`config.mk`:
```
export PLATFORM = sky130hd
export DESIGN_NAME = stkph_ram
export DESIGN_NICKNAME = d
export VERILOG_FILES = /design/src/rtl/stkph_ram.sv
export SDC_FILE = /design/constraint.sdc
export NUM_CORES = 1
export LEC_CHECK = 0
export BUFFER_PORTS_ARGS = -buffer_cell sky130_fd_sc_hd__buf_2
export CAP_MARGIN = 20
export CORE_MARGIN = 2
export CORE_UTILIZATION = 55
export DETAILED_ROUTE_END_ITERATION = 7
export GPL_TIMING_DRIVEN = 0
export PLACE_DENSITY = 0.77
export SYNTH_ARGS = -nofsm -noshare
export SYNTH_HDL_FRONTEND = slang
export SYNTH_SLANG_ARGS = --single-unit
```
`constraint.sdc`:
```
create_clock -name i_clk -period 2.5 [get_ports i_clk]
set_clock_uncertainty 0.15 [all_clocks]
set_input_delay 0.375 -clock i_clk [delete_from_list [all_inputs] [get_ports i_clk]]
set_output_delay 0.375 -clock i_clk [all_outputs]
set_load 0.03 [all_outputs]
```
`src/rtl/stkph_ram.sv`:
```
// ----------------------------------------------------------------------------
// stkph_ram
// Generic single-write, single-read memory with registered read data.
// ----------------------------------------------------------------------------
module stkph_ram #(
    parameter int WIDTH = 8,
    parameter int DEPTH = 16,
    parameter int AW    = (DEPTH > 1) ? $clog2(DEPTH) : 1
) (
    input  logic             i_clk,
    input  logic             i_we,
    input  logic [AW-1:0]    i_waddr,
    input  logic [WIDTH-1:0] i_wdata,
    input  logic [AW-1:0]    i_raddr,
    output logic [WIDTH-1:0] o_rdata
);

    logic [WIDTH-1:0] r_mem [DEPTH];
    logic [WIDTH-1:0] r_rdata;

    // Write and registered read
    always_ff @(posedge i_clk) begin
        if (i_we) begin
            r_mem[i_waddr] <= i_wdata;
        end
        r_rdata <= r_mem[i_raddr];
    end

    assign o_rdata = r_rdata;

endmodule

```
==> impl_results.md <==
- Total grt overflow: 0
- Mapped Area: 0.00515 mm2
- Worst-path cell chain: buf_2, or3b_2, nor2_1
- Hold buffer count at cts: 0
- Die H: 101 um
- CTS Buf Count: 17
- Final setup violating endpoints: 0
- Placer Congestion: 0.711
- Final Hold Fails: 0
- Critical path endpoint category: flip-flop
- Mean number of vias per cell: 6.05
- Placed Instances: 368
- Starting Density: 56.2%
- Multiplexer area fraction after synthesis: 15.0%
- DRT iter0 DRCs: 309
- Post-CTS Setup Repair Bufs: 0
- Period utilization: 67.8%
- Root Driver: clkbuf_8
- Comb power frac: 5.1%
- Minimum clock period: 1.70 ns
- Area growth from synthesis to layout: 16.9%
- Yosys Warn Count: 0
- Io pins: 26
- Fmax: 590 MHz
- RSZ-0062 raised after global routing: false
- CTS max path bufs: 2
- Slew headroom: 45.0%
- MaxCap Viol Count: 0
- Pwr/cell area: 872 mW/mm2
- Worst VDD drop: 619 uV
- Worst slew pin tran: 0.822 ns
- Worst r2r src: r_mem[11][5]
- Pleak: 0.00204 uW
- Post-route insts no fill: 400
- Worst path bufs/invs: 1
- CTS sink cnt: 136
- Pin count of the biggest net entering global routing: 17
- Ant. Diodes: 0
- CTS resizes: 0
- Flop-to-flop setup slack: 0.93 ns
- Commonest non-fill, non-tap cell in the layout: edfxtp_1
- Antenna Violating Nets Remaining: 0
- FF+latch count, synth: 136
- Drt drc: 0
- Post-Synth XOR/XNOR Area: 0%
- Nets@finish: 294
- Syn nets: 247
- CP Launch Point: i_waddr[2]
- Clock power share: 46.0%
- CTS tree: yes
- Routed via count: 2,419
- Final worst slack: 0.804 ns
- DR WL/cell: 24.2 um
- Compound-gate portion of the synthesized area: 2.33%
- CP max stage delay: 0.65 ns
- Fin Hold WS: 0.112 ns
- Worst Hold End: r_mem[9][3]
- Final core occ: 65.7%
- # fillers: 578
- Post-DP HPWL: 6140 um
- Initial DRT Pass Iterations: 4
- R2R depth: 3
- Seq/Total Area, Yosys: 77.8%
- Rows: 35
- Die ar.: 0.0101 mm2
- CP Max Fanout: 8
- All-Layer GR Usage: 21.1%
- Die width: 101 um
- Reg-to-reg endpoint: o_rdata[5]
- CP top delay family: simple AND/OR/NAND/NOR gates
- Setup CP Type: in2reg
- Mapped Avg Cell Area: 22.5 um2
- Commonest cells after routing, fill and taps aside: edfxtp_1 (128), buf_2 (29), mux4_2 (18), a22oi_1 (16), clkbuf_16 (16)
- H-Tree Depth: 4
- Register Area: 0.00400 mm2
- Worst Hold Launch: i_wdata[3]
- Hold depth: 1
- Clock Latency Late Sink: 0.51 ns
- Switching power share of the total: 20.2%
- Combinational family with the most area after synthesis: multiplexers
- Worst path required time: 2.49 ns
- Psw: 1060 uW
- Area of the multi-input gates: 0.00106 mm2
- Max-slew violations: 0
- Worst EP arrival: 1.68 ns
- Worst setup SP type: input pin
- Dpl ws: 0.294 ns
- Library cells used by synthesis: 19
- HP Class: in2reg
- Drt total wl: 9690 um
- Vias in the first global route: 2,437
- Initial antenna violation count: 0
- Register share of total power: 48.8%
- Fraction of layout cells with a size suffix above 1: 30.4%
- Mapped Cells: 229
- Adder-cell share of the synthesized area: 0%
- Core area: 0.00915 mm2
- Worst-path clk slew: 0.06 ns
- Number of port buffers: 24
- Global-route wire length before repair: 14,400 um
- Internal: 4190 uW
- Slowest CP cell: nor2_1
- Post-Synth Simple-Gate Area: 3.18%
- Status: completed
==> synth_stat cells <==
cell	count	share of area, %
dfxtp_1	8	3.1
and2_1	1	0.12
mux4_2	18	7.9
buf_4	1	0.15
nand3b_1	2	0.29
nand2_1	9	0.66
buf_6	3	0.66
clkdlybuf4s25_2	3	0.58
edfxtp_1	128	75
a22oi_1	16	2.3
nor2b_1	1	0.12
and2b_1	1	0.15
nor3_1	4	0.39
or3b_2	1	0.17
nand3_1	1	0.097
nand2b_1	2	0.24
buf_2	3	0.29
nor2_1	13	0.95
mux4_1	14	7.1
==> power groups by stage <==
stage | logic, uW | clock network [uW] | registers [uW]
after floorplan | 129 | 0 | 2640
after global placement | 260 | 0 | 2600
after detailed placement | 269 | 0 | 2610
after CTS | 271 | 2430 | 2560
after global routing | 288 | 2540 | 2570
final | 270 | 2420 | 2560
==> metrics by stage <==
step	cell area (um2)	power (uW)	TNS [ns]
5_1_grt	6020	5390	0
6_report	6020	5250	0
2_1_floorplan	5150	2770	0
4_1_cts	6020	5270	0
3_5_place_dp	5430	2880	0
3_3_place_gp	5410	2860	-0.581
==> flip-flops by register name (all words and copies together), names as in the netlist <==
signal,count
r_mem,128
o_rdata,8
==> worst max path at each step <==
stage | to | cells after the start
final | r_mem[1][5] | 3
after global routing | r_mem[1][5] | 3
after CTS | r_mem[1][5] | 3
after detailed placement | r_mem[1][7] | 3
after global placement | r_mem[0][7] | 3
after floorplan | r_mem[0][0] | 2
==> per-layer routing <==
metal  wire length (um)  part of all wire, %  global-route usage (%)  up-vias
li1                   -                    -                       -     1070
met1               3920                   40                    29.2     1227
met2               5000                   52                    33.4      116
met5                  0                    0                       0        -
met3                690                  7.1                    4.99        6
met4                 85                 0.88                    7.59        0
==> cell families (layout without fill, tap and decap cells) <==
family	Yosys count	count (layout)
compound gates	16	16
mux	32	32
simple gates	35	35
flops	136	136
buf+inv	10	70
==> area by class of cell <==
| type | count | area share [%] |
|---|---|---|
| clock inverter | 13 | 2.56 |
| tap | 111 | 2.31 |
| buffer | 10 | 1.43 |
| sequential | 136 | 66.5 |
| clock buffer | 19 | 7.17 |
| timing repair buffer | 28 | 2.41 |
| multi-input combinational | 83 | 17.6 |
Note: power is estimated with default switching activity, not from simulation.
