File: config.mk
export PLATFORM = sky130hd
export DESIGN_NAME = stkph_rank
export DESIGN_NICKNAME = d
export VERILOG_FILES = /design/src/rtl/stkph_pkg.sv /design/src/rtl/stkph_rank.sv
export SDC_FILE = /design/constraint.sdc
export NUM_CORES = 1
export LEC_CHECK = 0
export BUFFER_PORTS_ARGS = -buffer_cell sky130_fd_sc_hd__buf_2
export CORE_MARGIN = 1
export CORE_UTILIZATION = 55
export CTS_BUF_LIST = sky130_fd_sc_hd__clkbuf_8
export CTS_CLUSTER_DIAMETER = 120
export DETAILED_ROUTE_END_ITERATION = 12
export HOLD_SLACK_MARGIN = 0.06
export MAX_ROUTING_LAYER = met4
export PLACE_DENSITY = 0.71
export RECOVER_POWER = 50
export REMOVE_ABC_BUFFERS = 1
export SETUP_SLACK_MARGIN = 0.2
export SLEW_MARGIN = 20
export SYNTH_ARGS = -nofsm -noshare
export SYNTH_HDL_FRONTEND = slang
export SYNTH_SLANG_ARGS = --single-unit
File: constraint.sdc
create_clock -name i_clk -period 14.4 [get_ports i_clk]
set_input_delay 2.88 -clock i_clk [delete_from_list [all_inputs] [get_ports i_clk]]
set_output_delay 2.88 -clock i_clk [all_outputs]
set_load 0.1 [all_outputs]
File: src/rtl/stkph_pkg.sv
// ----------------------------------------------------------------------------
// stkph_pkg
// Shared types and constants of the sectioned top-k priority unit.
// ----------------------------------------------------------------------------
package stkph_pkg;

    // Operation codes
    localparam logic [2:0] FUNC_ADD   = 3'd0;
    localparam logic [2:0] FUNC_ERASE = 3'd1;
    localparam logic [2:0] FUNC_READ  = 3'd2;
    localparam logic [2:0] FUNC_MOVE  = 3'd3;
    localparam logic [2:0] FUNC_LIST  = 3'd4;

    localparam logic [31:0] READ_WEIGHT  = 32'd50000;
    localparam logic [31:0] RECENT_BONUS = 32'd500000;
    localparam logic [3:0]  NO_SECTION   = 4'd15;
    localparam logic [15:0] READ_MAX     = 16'hFFFF;

    // One item record as kept in the item memory
    typedef struct packed {
        logic        live;
        logic [3:0]  sec;
        logic [15:0] reads;
    } t_item;

    // Controls of the ranking unit
    typedef struct packed {
        logic clear;
        logic ins;
        logic pop;
    } t_rank_ctl;

    typedef enum logic [2:0] {
        S_CLEAR,
        S_IDLE,
        S_UPDATE,
        S_LUSER,
        S_SCAN,
        S_DRAIN,
        S_EMIT
    } t_state;

endpackage

File: src/rtl/stkph_rank.sv
// ----------------------------------------------------------------------------
// stkph_rank
// Sorted top-k register list: inserts one candidate per cycle, pops the head.
// ----------------------------------------------------------------------------
module stkph_rank
    import stkph_pkg::*;
#(
    parameter int LIST_LEN = 10,
    parameter int KW       = $clog2(LIST_LEN + 1)
) (
    input  logic          i_clk,
    input  logic          i_rst_n,
    input  t_rank_ctl     i_ctl,
    input  logic [31:0]   i_cand_score,
    input  logic [3:0]    i_cand_sec,
    input  logic [9:0]    i_cand_id,
    output logic [9:0]    o_head_id,
    output logic [KW-1:0] o_count
);

    logic [31:0]   r_score [LIST_LEN];
    logic [3:0]    r_sec   [LIST_LEN];
    logic [9:0]    r_id    [LIST_LEN];
    logic [KW-1:0] r_cnt;
    logic [LIST_LEN-1:0] better;

    // Candidate beats an empty slot, or an entry on higher score, then on lower section
    always_comb begin
        for (int j = 0; j < LIST_LEN; j++) begin
            better[j] = (32'(j) >= 32'(r_cnt)) || (i_cand_score > r_score[j]) ||
                        ((i_cand_score == r_score[j]) && (i_cand_sec < r_sec[j]));
        end
    end

    genvar j;
    generate
        for (j = 0; j < LIST_LEN; j++) begin : g_slot
            logic prev_better;
            if (j == 0) begin : g_first
                assign prev_better = 1'b0;
            end else begin : g_rest
                assign prev_better = better[j-1];
            end

            // Shift down on insert, shift up on pop
            always_ff @(posedge i_clk) begin
                if (i_ctl.ins) begin
                    if (better[j] && !prev_better) begin
                        r_score[j] <= i_cand_score;
                        r_sec[j]   <= i_cand_sec;
                        r_id[j]    <= i_cand_id;
                    end else if (prev_better) begin
                        if (j > 0) begin
                            r_score[j] <= r_score[(j > 0) ? j-1 : 0];
                            r_sec[j]   <= r_sec[(j > 0) ? j-1 : 0];
                            r_id[j]    <= r_id[(j > 0) ? j-1 : 0];
                        end
                    end
                end else if (i_ctl.pop) begin
                    if (j < LIST_LEN-1) begin
                        r_score[j] <= r_score[(j < LIST_LEN-1) ? j+1 : j];
                        r_sec[j]   <= r_sec[(j < LIST_LEN-1) ? j+1 : j];
                        r_id[j]    <= r_id[(j < LIST_LEN-1) ? j+1 : j];
                    end
                end
            end
        end
    endgenerate

    // Track fill
    always_ff @(posedge i_clk) begin
        if (!i_rst_n || i_ctl.clear) begin
            r_cnt <= '0;
        end else if (i_ctl.ins) begin
            if (32'(r_cnt) < 32'(LIST_LEN)) begin
                r_cnt <= r_cnt + KW'(1);
            end
        end else if (i_ctl.pop) begin
            if (r_cnt != '0) begin
                r_cnt <= r_cnt - KW'(1);
            end
        end
    end

    assign o_head_id = r_id[0];
    assign o_count   = r_cnt;

endmodule

==> results.sh <==
export IMPL_status="complete, but fails checks"
export IMPL_failed_checks="capacitance limit, slew limit"
export IMPL_synthFlopType="edfxtp_1"
export IMPL_synth_edf_count=460
export IMPL_post_route_period_util_pct=69.8
export IMPL_final_cell_area_sq_um=33500
export IMPL_core_area_sq_um=55500
export IMPL_antenna_found_initial=5
export IMPL_path_common_cell="buf_4"
export IMPL_crit_path_max_incr_delay_ns=1.90
export IMPL_setup_violations=0
export IMPL_clockBufferDepth=3
export IMPL_grt_pass1_vias=25407
export IMPL_routed_via_density=6.86
export IMPL_post_place_cells=3658
export IMPL_nFillCells=4691
export IMPL_cts_buffers=84
export IMPL_ios=65
export IMPL_die_area_sq_um=57500
export IMPL_cap_violations=14
export IMPL_syn_area_sq_um=31100
export IMPL_avgSynthCellArea_sq_um=10.3
export IMPL_fin_nets=3401
export IMPL_end_kind="flop"
export IMPL_cts_root_buf="clkbuf_8"
export IMPL_crit_path_cell_trace="clkbuf_1 -> clkinv_1 -> nand2_1 -> buf_4 -> buf_6 -> nand2_1 -> nand2_2 -> buf_4 -> o21ai_4 -> buf_4"
export IMPL_power_uw=4580
export IMPL_dr_first_iter_drc_count=3236
export IMPL_crit_path_top_delay_cell="nand2_1"
export IMPL_synth_yosys_seq_area_share_pct=44.7
export IMPL_grtUsageTotal_pct=37.2
export IMPL_dp_slack_ns=6.05
export IMPL_cts_sinks=464
export IMPL_ant_nets=0
export IMPL_drcViolationCount=0
export IMPL_worstSetupPathType="input pin to flop"
export IMPL_tns_ns=0
export IMPL_final_common_cell="edfxtp_1"
export IMPL_die_h_um=240
export IMPL_synth_cell_type_count=63
export IMPL_worstSetupStartpointType="input pin"
export IMPL_worstPathArrival_ns=10.39
export IMPL_crit_buf_inv=6
export IMPL_grt_first_pass_wirelength_um=154000
export IMPL_hpwl_um=69200
export IMPL_clk_latency_ns=0.70
export IMPL_yosysWarnings=0
export IMPL_min_path_type="flop to flop"
export IMPL_vias=26183
export IMPL_cts_repair_resized=0
export IMPL_setup_ws_ns=4.35
export IMPL_worst_slew_pin_slew_ns=3.71
export IMPL_fp_row_count=86
export IMPL_total_leakage_power_uw=0.0147
export IMPL_fmax_ghz=0.0995
export IMPL_clock_skew_ns=0.0447
export IMPL_rsz0062_at_grt="no"
export IMPL_critPathMaxFanout=105
export IMPL_overflow=0
export IMPL_path_clk_slew_ns=0.06
export IMPL_fin_cells=3815
export IMPL_cts_setup_buffers=0
export IMPL_dpl_cell_area_sq_um=32000
export IMPL_synthCells=3014
export IMPL_final_cell_mix="edfxtp_1, inv_1, ha_1"
export IMPL_cts_hold_buffers=0
export IMPL_crit_family="buffers and inverters"
export IMPL_chipWidth_um=240
export IMPL_h_tree_depth=3
export IMPL_routabilityCongestion=0.988
export IMPL_area_growth_pct=7.81
export IMPL_multi_input_area_sq_um=15200
export IMPL_drive_above_1_share_pct=8.29
export IMPL_routedWlPerCell_um=27.2
export IMPL_min_period_ns=10.05
export IMPL_seq_area_sq_um=13900
export IMPL_ys_ff_latch=464
export IMPL_cts_tree="yes"
export IMPL_hold_viol=0
export IMPL_slew_headroom_pct=-147
export IMPL_peakVddDrop_v=0.0000921
export IMPL_p_per_area_nw_per_um2=136
export IMPL_async_flop_share_pct=0
export IMPL_port_buffers=64
export IMPL_grt_max_degree=106
export IMPL_final_max_slew_viol_count=463
export IMPL_start_util_pct=56.0
export IMPL_drt_total_wl_um=104000
export IMPL_crit_required_ns=14.75
export IMPL_first_pass_iters=5
-- through the flow --
step,utilization [%],hold slack (ns)
final,60.4,0.530
after global routing,60.4,0.587
after CTS,60.6,0.539
after detailed placement,57.7,0.530
after global placement,57.7,0.521
after floorplan,-,0.511
-- power breakdown --
part / total, uW / switching (uW) / internal (uW) / leakage [uW]
clock: 1250 / 608 / 638 / 0.000910
combinational: 1300 / 816 / 488 / 0.00900
sequential: 2020 / 184 / 1840 / 0.00480
total: 4580 / 1610 / 2970 / 0.0147
-- cells in the mapped netlist, drive strengths merged (11+ instances only) --
cell type	n	area (sq um)
and2	36	225
nor2b	13	81.3
o221ai	47	412
mux2	46	518
buf	54	258
nor3	53	265
nand2	276	1040
a21o	84	631
a211oi	14	105
mux2i	47	470
a22o	22	193
edfxtp	460	13800
nand3	17	85.1
a21oi	125	626
nand4	67	419
nor2	220	828
nor4	11	68.8
nand2b	22	138
o21ai	125	626
and4	11	96.3
ha	354	4430
a221o	303	3030
inv	353	1330
clkbuf	157	589
-- final timing paths --
kind | from | end | slack [ns] | cells past startpoint
setup / recovery | i_ctl[1] | r_score[2][59] | 4.35 | 10
hold / removal | r_id[0][11] | r_id[0][1] | 0.53 | 2
setup reg to reg | o_count[0] | r_id[4][11] | 6.77 | 10
hold reg to reg | r_id[0][11] | r_id[0][1] | 0.53 | 2
-- area by class of cell --
class,instances,area share (%)
multi-input combinational,1985,45.3
inverter,354,3.96
sequential,464,41.4
timing repair buffer,107,1.77
antenna,4,0.0298
clock buffer,84,3.45
clock inverter,69,1.31
tap,748,2.79
-- flip-flops by register name, indices dropped and copies added, names as in the netlist --
| name | cells |
|---|---|
| r_score | 320 |
| r_sec | 40 |
| o_count | 4 |
| r_id | 100 |
-- cells by family after synthesis --
family | share of synthesized area (%)
adders and majority gates | 14.2
xor gates and xnor gates | 0.0845
muxes | 3.18
AOI/OAI and AO/OA | 19.9
DFF | 44.7
and+or+nand+nor | 10.9
buffers and inverters | 6.99
-- layer usage --
layer	track usage, %	up-vias	wire length [um]
met5	-	-	0
met4	15.8	0	4310
met3	8.17	299	11100
met2	55.3	1630	46000
met1	48.9	12886	42500
li1	-	11368	-
-- worst reg2reg max path, stage by stage (launching register included) --
cell      delay [ns]
dfxtp_1         0.52
inv_1           0.15
ha_1            0.34
inv_1           0.13
o21ai_0         0.17
a211oi_1        0.64
o31ai_1         0.30
o21ai_4         0.21
clkbuf_1        2.62
o21ai_4         0.83
clkbuf_1        1.06
(Power assumes the default switching activity.)
